File: src/rtl/skt_pkg.sv
// Package with the types and constants shared by the sorted key table modules.
`timescale 1ns / 1ps
`default_nettype none

package skt_pkg;

    localparam int KEY_W      = 32;
    localparam int DATA_W     = 64;
    localparam int POS_W      = 8;
    localparam int COUNT_W    = 9;
    localparam int STATUS_W   = 2;
    localparam int GROUP_SIZE = 16;

    localparam logic ACT_SEARCH = 1'b0;
    localparam logic ACT_INSERT = 1'b1;

    localparam logic [STATUS_W-1:0] STAT_OK   = 2'd0;
    localparam logic [STATUS_W-1:0] STAT_FULL = 2'd1;
    localparam logic [STATUS_W-1:0] STAT_DUP  = 2'd2;

    typedef struct packed {
        logic              action;
        logic [KEY_W-1:0]  key;
        logic [DATA_W-1:0] data_a;
        logic [DATA_W-1:0] data_b;
        logic [DATA_W-1:0] data_c;
    } t_in_item;

    typedef struct packed {
        logic                found;
        logic [POS_W-1:0]    position;
        logic [STATUS_W-1:0] status;
        logic [DATA_W-1:0]   hit_a;
        logic [DATA_W-1:0]   hit_b;
        logic [DATA_W-1:0]   hit_c;
        logic [COUNT_W-1:0]  count;
    } t_result;

    typedef struct packed {
        logic [KEY_W-1:0]  key;
        logic [DATA_W-1:0] data_a;
        logic [DATA_W-1:0] data_b;
        logic [DATA_W-1:0] data_c;
    } t_entry;

    typedef struct packed {
        logic lt;
        logic eq;
        logic sel;
    } t_cell_flags;

endpackage

`default_nettype wire

File: src/rtl/skt_cell.sv
// One table cell: holds one entry, compares it with the item key and shifts on insert.
`timescale 1ns / 1ps
`default_nettype none

module skt_cell
    import skt_pkg::*;
#(
    parameter int IDX = 0,
    parameter int CW  = 9
) (
    input  wire                     i_clk,
    input  wire                     i_cmp_en,
    input  wire  [KEY_W-1:0]        i_key,
    input  wire  [CW-1:0]           i_count,
    input  wire                     i_shift_en,
    input  t_entry                  i_new,
    input  t_entry                  i_prev,
    input  wire                     i_prev_lt,
    output t_entry                  o_entry,
    output t_cell_flags             o_flags
);

    localparam logic [CW-1:0] IDX_C = CW'(IDX);

    t_entry r_entry;
    logic   r_lt;
    logic   r_eq;
    logic   w_live;
    logic   w_sel;

    assign w_live = IDX_C < i_count;
    assign w_sel  = !r_lt && i_prev_lt;

    always_ff @(posedge i_clk) begin
        if (i_cmp_en) begin
            r_lt <= w_live && (r_entry.key < i_key);
            r_eq <= w_live && (r_entry.key == i_key);
        end
        if (i_shift_en && !r_lt) begin
            r_entry <= w_sel ? i_new : i_prev;
        end
    end

    assign o_entry     = r_entry;
    assign o_flags.lt  = r_lt;
    assign o_flags.eq  = r_eq;
    assign o_flags.sel = w_sel;

endmodule

`default_nettype wire

File: config.mk
export PLATFORM = sky130hd
export DESIGN_NAME = skt_cell
export DESIGN_NICKNAME = d
export VERILOG_FILES = /design/src/rtl/skt_pkg.sv /design/src/rtl/skt_cell.sv
export SDC_FILE = /design/constraint.sdc
export NUM_CORES = 1
export LEC_CHECK = 0
export BUFFER_PORTS_ARGS = -buffer_cell sky130_fd_sc_hd__buf_2
export CORE_AREA = 10 10 272 274
export CTS_CLUSTER_DIAMETER = 30
export DETAILED_ROUTE_END_ITERATION = 12
export DIE_AREA = 0 0 282 284
export SLEW_MARGIN = 5
export SYNTH_ARGS = -nofsm -noshare
export SYNTH_HDL_FRONTEND = slang
export SYNTH_SLANG_ARGS = --single-unit
File: constraint.sdc
create_clock -name i_clk -period 20.8 [get_ports i_clk]
set_clock_uncertainty 0.2 [all_clocks]
set_input_delay 2.08 -clock i_clk [delete_from_list [all_inputs] [get_ports i_clk]]
set_output_delay 2.08 -clock i_clk [all_outputs]
set_load 0.005 [all_outputs]
==> impl_metrics.toml, run 1 <==
[run_status]
status = "complete, no violations"

[pwr]
clkPwrFrac = 0.568
p_sw_frac = 0.2263
p_leak_nw = 7.948
vdd_ir_drop_max_mv = 0.07595
power.internal_mw = 1.318
powerDensity_nw_per_um2 = 96.47
total_power_mw = 1.703
combPwrFrac = 0.110
switchingPower_uw = 385.4
seqPwrFrac = 0.322

[place]
post-dp-hpwl_mm = 39.55
place_ws_ns = 15.45
place_inst = 2182
place_area_sq_um = 15490
numPortBuffers = 719
gp_congestion = 0.9269

[clock_tree]
cts_root_buf = "clkbuf_16"
postCtsHoldBufs = 0
cts_tree = "yes"
clk_pin_slew_ns = 0.04
cts_made_buffers = 66
cts_resized = 0
postCtsSetupBuffers = 0
clock_latency_ns = 0.57
clk_path_buf_depth = 3
ctsHtreeMaxLevel = 3
clock-sinks = 226

[layout]
area_delta_synth_final_pct = 60.70
fillers = 7141
drive_above_1_share = 0.7396
fin_area_sq_um = 17650
final_cells = 2301
fin_nets = 1893
final_util = 0.2583

[flow_run]
maxCapViolations = 0

[global_route]
use_met2 = 0.2007
antenna_found_initial = 15
first_global_vias = 9722
grt_pass1_wl_mm = 65.62
grt_start_max_net_pins = 71
gr-usage-met3 = 0.05861
grt.busiest_layer = "met2"
grt_use_total = 0.1131
grt_util_met1 = 0.1059
overflow = 0

[yosys]
syn_avg_cell_area_sq_um = 18.28
yosysSeqAreaShare = 0.6178
synthTopCellsByArea = "edfxtp_1 62%, mux2_4 20%, mux2_2 7.7%, ha_1 3.6%, buf_6 1.7%"
ys_warn_count = 0
syn_nets = 1126
yosysMostFrequentCell = "edfxtp_1"
yosysTopAreaCell = "edfxtp_1"
syn_area_sq_um = 10980
ys_ff_latch = 226
synth_top_flop_cell = "edfxtp_1"
synth_top_area_share = 0.6178
synth_cell_types = 25
async_reset_ff_frac = 0
synthTopCellsByCount = "226 x edfxtp_1, 149 x mux2_4, 75 x mux2_2, 34 x inv_1, 32 x ha_1"
postSynthCellCount = 601
synth-edff-count = 226

[drt]
drc = 0
num_vias = 8448
wire_per_inst_um = 20.70
routed_wl_mm = 47.63
firstDrtPassIters = 4
drtAntennaViolNets = 0
drt_iter0_drc = 252
vias_per_cell = 3.671

[sta]
max_freq_ghz = 0.1888
drv_slew = 0
fin_crit_ns = 5.296
maxSlewHeadroom = 0.3047
period_share = 0.2546
timing.final.ws_setup_ns = 15.50
tightest_slew_ns = 1.043
hold_violations = 0
hold_slack_ns = 0.6272
tns_ns = 0
rsz0062_at_grt = "false"
setup_violations = 0

[worst_setup_path]
path_max_fanout = 17
path_cells = "buf_2, nor2b_4, buf_2"
critPathMostFrequentCell = "buf_2"
crit_type = "input pin to output pin"
critical_path_buf_inv_count = 2
cp_top_family = "simple AND/OR/NAND/NOR gates"
max_stage_delay_ns = 0.59
end_kind = "output pin"
start_kind = "input pin"
arrival_ns = 3.02
required_ns = 18.52
critPathSlowestCell = "nor2b_4"

[die]
dieArea_sq_um = 80090
die_y_um = 284
fp-row-count = 96
pin_count = 720
start_util = 0.1607
dieWidth_um = 282
design.core.area_sq_um = 68350

[hold_path]
hp-class = "flip-flop to flip-flop"
layer usage:
layer | routed length (um) | vias to the layer above
li1 | - | 3886
met1 | 16060 | 3918
met2 | 23700 | 533
met3 | 6105 | 107
met4 | 1729 | 4
met5 | 34 | -
layout by cell type, fill, tap and decap left out, drive strengths merged, types with 2 or more instances in the layout:
cell type and instances:
a21oi 12, a221oi 2, and4 2, buf 727, bufinv 6, clkbuf 81, clkinv 25, clkinvlp 5
diode 2, edfxtp 226, ha 32, inv 34, mux2 224, nand2 9, nand3 4, nand4 7
nor2 2, nor2b 4, nor3 4, nor4 2, o21ai 4
sequential cells by signal, indices dropped and copies added (netlist names):
| register | cells |
|---|---|
| o_entry | 224 |
| r_lt | 1 |
| r_eq | 1 |
worst register-to-register path, stage by stage (launching register included):
cell      delay [ns]
edfxtp_1        0.52
nor2b_4         0.63
buf_4           0.79
buf_4           0.86
mux2_2          0.50
cells by family after synthesis:
logic type | share of synthesized area
AO/OA/AOI/OAI | 0.01185
multiplexers | 0.2806
adder cells (fa/ha/maj) | 0.03645
flip-flops | 0.6178
buffers and inverters | 0.03611
AND/OR/NAND/NOR | 0.01720
worst paths after layout:
| check | cells after the start | startpoint | slack [ns] | endpoint |
|---|---|---|---|---|
| max | 3 | i_prev_lt | 15.50 | o_flags[0] |
| min | 3 | o_entry[223]$_DFFE_PP_ | 0.63 | r_lt$_DFFE_PP_ |
| max reg2reg | 4 | r_lt$_DFFE_PP_ | 17.04 | o_entry[8]$_DFFE_PP_ |
| min reg2reg | 3 | o_entry[223]$_DFFE_PP_ | 0.63 | r_lt$_DFFE_PP_ |
power by group through the flow:
stage          clock network (mW)  registers [mW]  logic [mW]
2_1_floorplan                   0           0.566      0.0909
3_3_place_gp                    0           0.556       0.187
3_5_place_dp                    0           0.557       0.191
4_1_cts                     0.992           0.550       0.192
5_1_grt                      1.02           0.551       0.205
6_report                    0.967           0.549       0.187
area by class of cell:
class                   instances  area (sq um)  share of cell area
well taps                     882          1104             0.06252
multi-input cells             313          3816              0.2162
diodes                          2         5.005           0.0002835
inverters                      34         127.6            0.007230
clock inverters                36         382.9             0.02169
clock buffers                  81          1772              0.1004
repair buffers                727          3659              0.2073
flip-flops and latches        226          6787              0.3845
Power figures use the tool's default switching activity.
==> inputs of run 2 (changes only) <==
==> constraint.sdc (replaced) <==
create_clock -name i_clk -period 5.4 [get_ports i_clk]
set_clock_uncertainty 0.2 [all_clocks]
set_input_delay 0.54 -clock i_clk [delete_from_list [all_inputs] [get_ports i_clk]]
set_output_delay 0.54 -clock i_clk [all_outputs]
set_load 0.005 [all_outputs]
==> run 2 against run 1 <==
  * Design area hardly changed
  * Global-route usage decreased by 0.32 points
  * Cell count fell by 0.26%
  * Critical path depth stayed put
  * Routed wire length down 1.1%
  * Register-to-register slack worse by 14 ns
  * Critical path type is now flip-flop to output pin
  * Combinational power rose to 3.9 times the previous value
  * Hold slack worse by 0.57 ns
  * Total power rose to 3.8 times the previous value
  * Largest power group unchanged
==> impl_metrics.toml, run 2 (same netlist as run 1, synthesis figures left out) <==
[worst_setup_path]
path_max_fanout = 93
arrival_ns = 2.49
end_kind = "output pin"
start_kind = "flip-flop"
crit_type = "flip-flop to output pin"
required_ns = 4.66

[flow_run]
maxCapViolations = 0

[die]
fp-row-count = 96
start_util = 0.1607
dieArea_sq_um = 80090
design.core.area_sq_um = 68350
dieWidth_um = 282
die_y_um = 284
pin_count = 720

[clock_tree]
clock_latency_ns = 0.57
clk_path_buf_depth = 3
cts_made_buffers = 59
ctsHtreeMaxLevel = 2
cts_root_buf = "clkbuf_16"
clk_pin_slew_ns = 0.05
cts_tree = "yes"
clock-sinks = 226

[sta]
period_share = 0.5982
fin_crit_ns = 3.230
rsz0062_at_grt = "false"
maxSlewHeadroom = 0.3538
drv_slew = 0
hold_violations = 0
tightest_slew_ns = 0.9692
timing.final.ws_setup_ns = 2.170
setup_violations = 0
max_freq_ghz = 0.3096
tns_ns = 0

[pwr]
seqPwrFrac = 0.324
p_leak_nw = 7.944
clkPwrFrac = 0.563
switchingPower_mw = 1.428
combPwrFrac = 0.113
powerDensity_nw_per_um2 = 369.0
p_sw_frac = 0.2193
vdd_ir_drop_max_mv = 0.2341
power.internal_mw = 5.084

[drt]
drt_iter0_drc = 247
firstDrtPassIters = 4
drtAntennaViolNets = 0
num_vias = 8410
routed_wl_mm = 47.11
wire_per_inst_um = 20.53
vias_per_cell = 3.664
drc = 0

[place]
post-dp-hpwl_mm = 39.45
numPortBuffers = 719
place_ws_ns = 2.588
gp_congestion = 0.9775

[layout]
fillers = 7140
area_delta_synth_final_pct = 60.64
drive_above_1_share = 0.7422
largest_reg_flops = 224
fin_nets = 1887
multi_input_area_sq_um = 3816
layout_commonest_cell = "buf_2"
final_cell_mix = "719 x buf_2, 226 x edfxtp_1, 149 x mux2_4"
regArea_sq_um = 6787

[hold_path]
hp-class = "input pin to flip-flop"

[global_route]
grt_start_max_net_pins = 115
grt_pass1_wl_mm = 64.94
first_global_vias = 9621
overflow = 0
antenna_found_initial = 4
grt_use_total = 0.1098

[run_status]
status = "complete, no violations"
[run 2: timing repair]
item	4_1_cts	5_1_grt
resized for setup	0	0
hold buffers	1	0
endpoints found under the hold margin	2	0
setup buffers	0	0
[run 2: final timing paths]
path | end | cells after the start | slack [ns] | start
max | o_flags[0] | 3 | 2.17 | r_lt$_DFFE_PP_
min | o_entry[149]$_DFFE_PP_ | 2 | 0.06 | i_new[149]
max reg2reg | o_entry[9]$_DFFE_PP_ | 3 | 2.67 | r_lt$_DFFE_PP_
min reg2reg | r_lt$_DFFE_PP_ | 3 | 0.66 | o_entry[223]$_DFFE_PP_
[run 2: critical path, cell delays in order, from the launching register on]
cell	delay (ns)
edfxtp_1	0.50
nor2b_4	0.55
buf_12	0.51
buf_2	0.25
[run 2: power groups by stage]
stage	logic, mW	registers [mW]	clock network, mW
3_3_place_gp	0.724	2.14	0
3_5_place_dp	0.742	2.14	0
4_1_cts	0.747	2.11	3.74
6_report	0.733	2.11	3.67
5_1_grt	0.797	2.12	3.85
2_1_floorplan	0.351	2.15	0
[run 2: through the flow]
| step | hold slack, ns | area, sq um | cells | power (mW) | util |
|---|---|---|---|---|---|
| final | 0.06197 | 17650 | 2295 | 6.512 | 0.2582 |
| after global placement | 0.5679 | 15540 | 2182 | 2.864 | 0.2274 |
| after floorplan | 0.4525 | 10990 | 601 | 2.505 | - |
| after detailed placement | 0.5702 | 15540 | 2182 | 2.886 | 0.2274 |
| after CTS | 0.008036 | 17640 | 2294 | 6.605 | 0.2581 |
| after global routing | 0.01624 | 17640 | 2294 | 6.765 | 0.2581 |
[run 2: layout make-up]
| class | count | area share |
|---|---|---|
| Tap cell | 882 | 0.06254 |
| Inverter | 34 | 0.007232 |
| Clock inverter | 46 | 0.03113 |
| Clock buffer | 65 | 0.08736 |
| Multi-Input combinational cell | 313 | 0.2163 |
| Antenna cell | 1 | 0.0001418 |
| Sequential cell | 226 | 0.3846 |
| Timing Repair Buffer | 728 | 0.2107 |
[run 2: routing by layer]
layer  vias to the layer above  track usage  share of wire
li1                       3869            -              -
met1                      3939       0.1135           0.36
met2                       521       0.1891           0.48
met3                        81      0.05762           0.13
met4                         0      0.03343          0.026
met5                         -            0              0
==> inputs of run 3 (changes only) <==
==> constraint.sdc (replaced) <==
create_clock -name i_clk -period 2.65 [get_ports i_clk]
set_clock_uncertainty 0.2 [all_clocks]
set_input_delay 0.265 -clock i_clk [delete_from_list [all_inputs] [get_ports i_clk]]
set_output_delay 0.265 -clock i_clk [all_outputs]
set_load 0.005 [all_outputs]
==> run 3 against run 2 <==
  * Routed wire length rose by 19%
  * Sequential share of layout area shrank 8.2 points
  * Setup slack worse by 2.1 ns
  * Combinational power rose to 3.1 times the previous value
  * Flip-flop and latch count unchanged
  * Non-clock buffer count up 481
  * Critical path depth increased by 2
  * Die area stayed put
  * Largest cell class is now non-clock buffers
==> impl_metrics.toml, run 3 (same netlist as run 1, synthesis figures left out) <==
[sta]
hold_violations = 0
tightest_slew_ns = 0.4450
drv_slew = 0
hold_slack_ns = 0.05126
tns_ns = 0
period_share = 0.9768
maxSlewHeadroom = 0.7002
timing.final.ws_setup_ns = 0.06143
setup_violations = 0
fin_crit_ns = 2.589
max_freq_ghz = 0.3863
rsz0062_at_grt = "false"

[flow_run]
maxCapViolations = 0

[die]
pin_count = 720
dieWidth_um = 282
die_y_um = 284
fp-row-count = 96
design.core.area_sq_um = 68350
start_util = 0.1607
dieArea_sq_um = 80090

[drt]
vias_per_cell = 3.793
wire_per_inst_um = 20.15
drt_iter0_drc = 376
drtAntennaViolNets = 0
firstDrtPassIters = 6
drc = 0
num_vias = 10550
routed_wl_mm = 56.07

[layout]
drive_above_1_share = 0.5708
layout_commonest_cell = "buf_2"
area_delta_synth_final_pct = 104.2
final_cells = 2782
largest_reg_flops = 224
regArea_sq_um = 6787
fin_area_sq_um = 22430
fillers = 6568
final_cell_mix = "719 x buf_2, 450 x dlygate4sd3_1, 226 x edfxtp_1"
final_util = 0.3281
multi_input_area_sq_um = 3816
fin_nets = 2368

[global_route]
antenna_found_initial = 10
first_global_vias = 12330
grt_pass1_wl_mm = 78.94
overflow = 0
grt_use_total = 0.1311
grt_start_max_net_pins = 66

[clock_tree]
cts_tree = "yes"
cts_root_buf = "clkbuf_16"
clk_path_buf_depth = 3
clock-sinks = 226
cts_made_buffers = 59
clock_latency_ns = 0.56
ctsHtreeMaxLevel = 2
clk_pin_slew_ns = 0.04

[worst_setup_path]
critPathLaunch = "r_lt$_DFFE_PP_"
reg2reg_from = "r_lt$_DFFE_PP_"
path_max_fanout = 23
path_cells = "nor2b_4, buf_12, buf_4, mux2_2, dlygate4sd3_1"
critPathSlowestCell = "dlygate4sd3_1"
max_stage_delay_ns = 0.57
end_kind = "flip-flop"
crit_type = "flip-flop to flip-flop"
required_ns = 2.75
start_kind = "flip-flop"
worst-r2r-cell-count = 5
arrival_ns = 2.69

[pwr]
vdd_ir_drop_max_mv = 0.4057
p_leak_nw = 9.957
powerDensity_nw_per_um2 = 615.5
total_power_mw = 13.80

[place]
place_inst = 2211
place_area_sq_um = 15810
post-dp-hpwl_mm = 40.88
numPortBuffers = 719
place_ws_ns = 0.4279
gp_congestion = 0.9604

[hold_path]
hp-class = "input pin to flip-flop"
hold_depth = 4
min-delay-start = "i_count[2]"

[run_status]
status = "complete, no violations"
-- run 3: changes by cell type in the layout (fill, tap and decap cells not counted), sizes merged --
cell and change:
buf +30, bufinv -1, clkbuf +3, clkinv -7
clkinvlp +6, diode +7, dlygate4sd3 +449
-- run 3: worst paths after layout --
path	to	slack [ns]
worst max-delay path	o_entry[72]$_DFFE_PP_	0.06
worst min-delay path	r_eq$_DFFE_PP_	0.05
worst min register to register	r_lt$_DFFE_PP_	0.68
worst max register to register	o_entry[72]$_DFFE_PP_	0.06
-- run 3: worst max-delay path, delay by kind of cell (launching register included) --
family / cells / cell delay, ns
simple gates: 1 / 0.24
flops: 1 / 0.50
buf+inv: 3 / 1.01
mux: 1 / 0.35
-- run 3: final cells by class --
class	count	area share
Sequential cell	226	0.3026
Inverter	34	0.005691
Multi-Input combinational cell	313	0.1702
Timing Repair Buffer	1209	0.3811
Clock buffer	66	0.06701
Clock inverter	44	0.02332
Antenna cell	8	0.0008927
Tap cell	882	0.04921
-- run 3: power breakdown --
part           internal [mW]  leakage [nW]  switching, mW  total (mW)
Sequential              4.23          2.11         0.0724        4.30
Clock                   5.09         0.957           2.16        7.24
Combinational           1.41          6.89          0.850        2.26
Total                   10.7          9.96           3.08        13.8
-- run 3: timing repair --
action                     CTS  global route
hold buffers               450             0
gates resized for setup      0             1
buffers inserted             0             1
setup endpoints to repair    0            20
hold endpoints to repair   227             0
-- run 3: routing by layer --
metal	wire (um)	track usage
met5	0	0
met4	2089	0.05495
met3	6464	0.06067
met2	27380	0.2288
met1	20130	0.1323
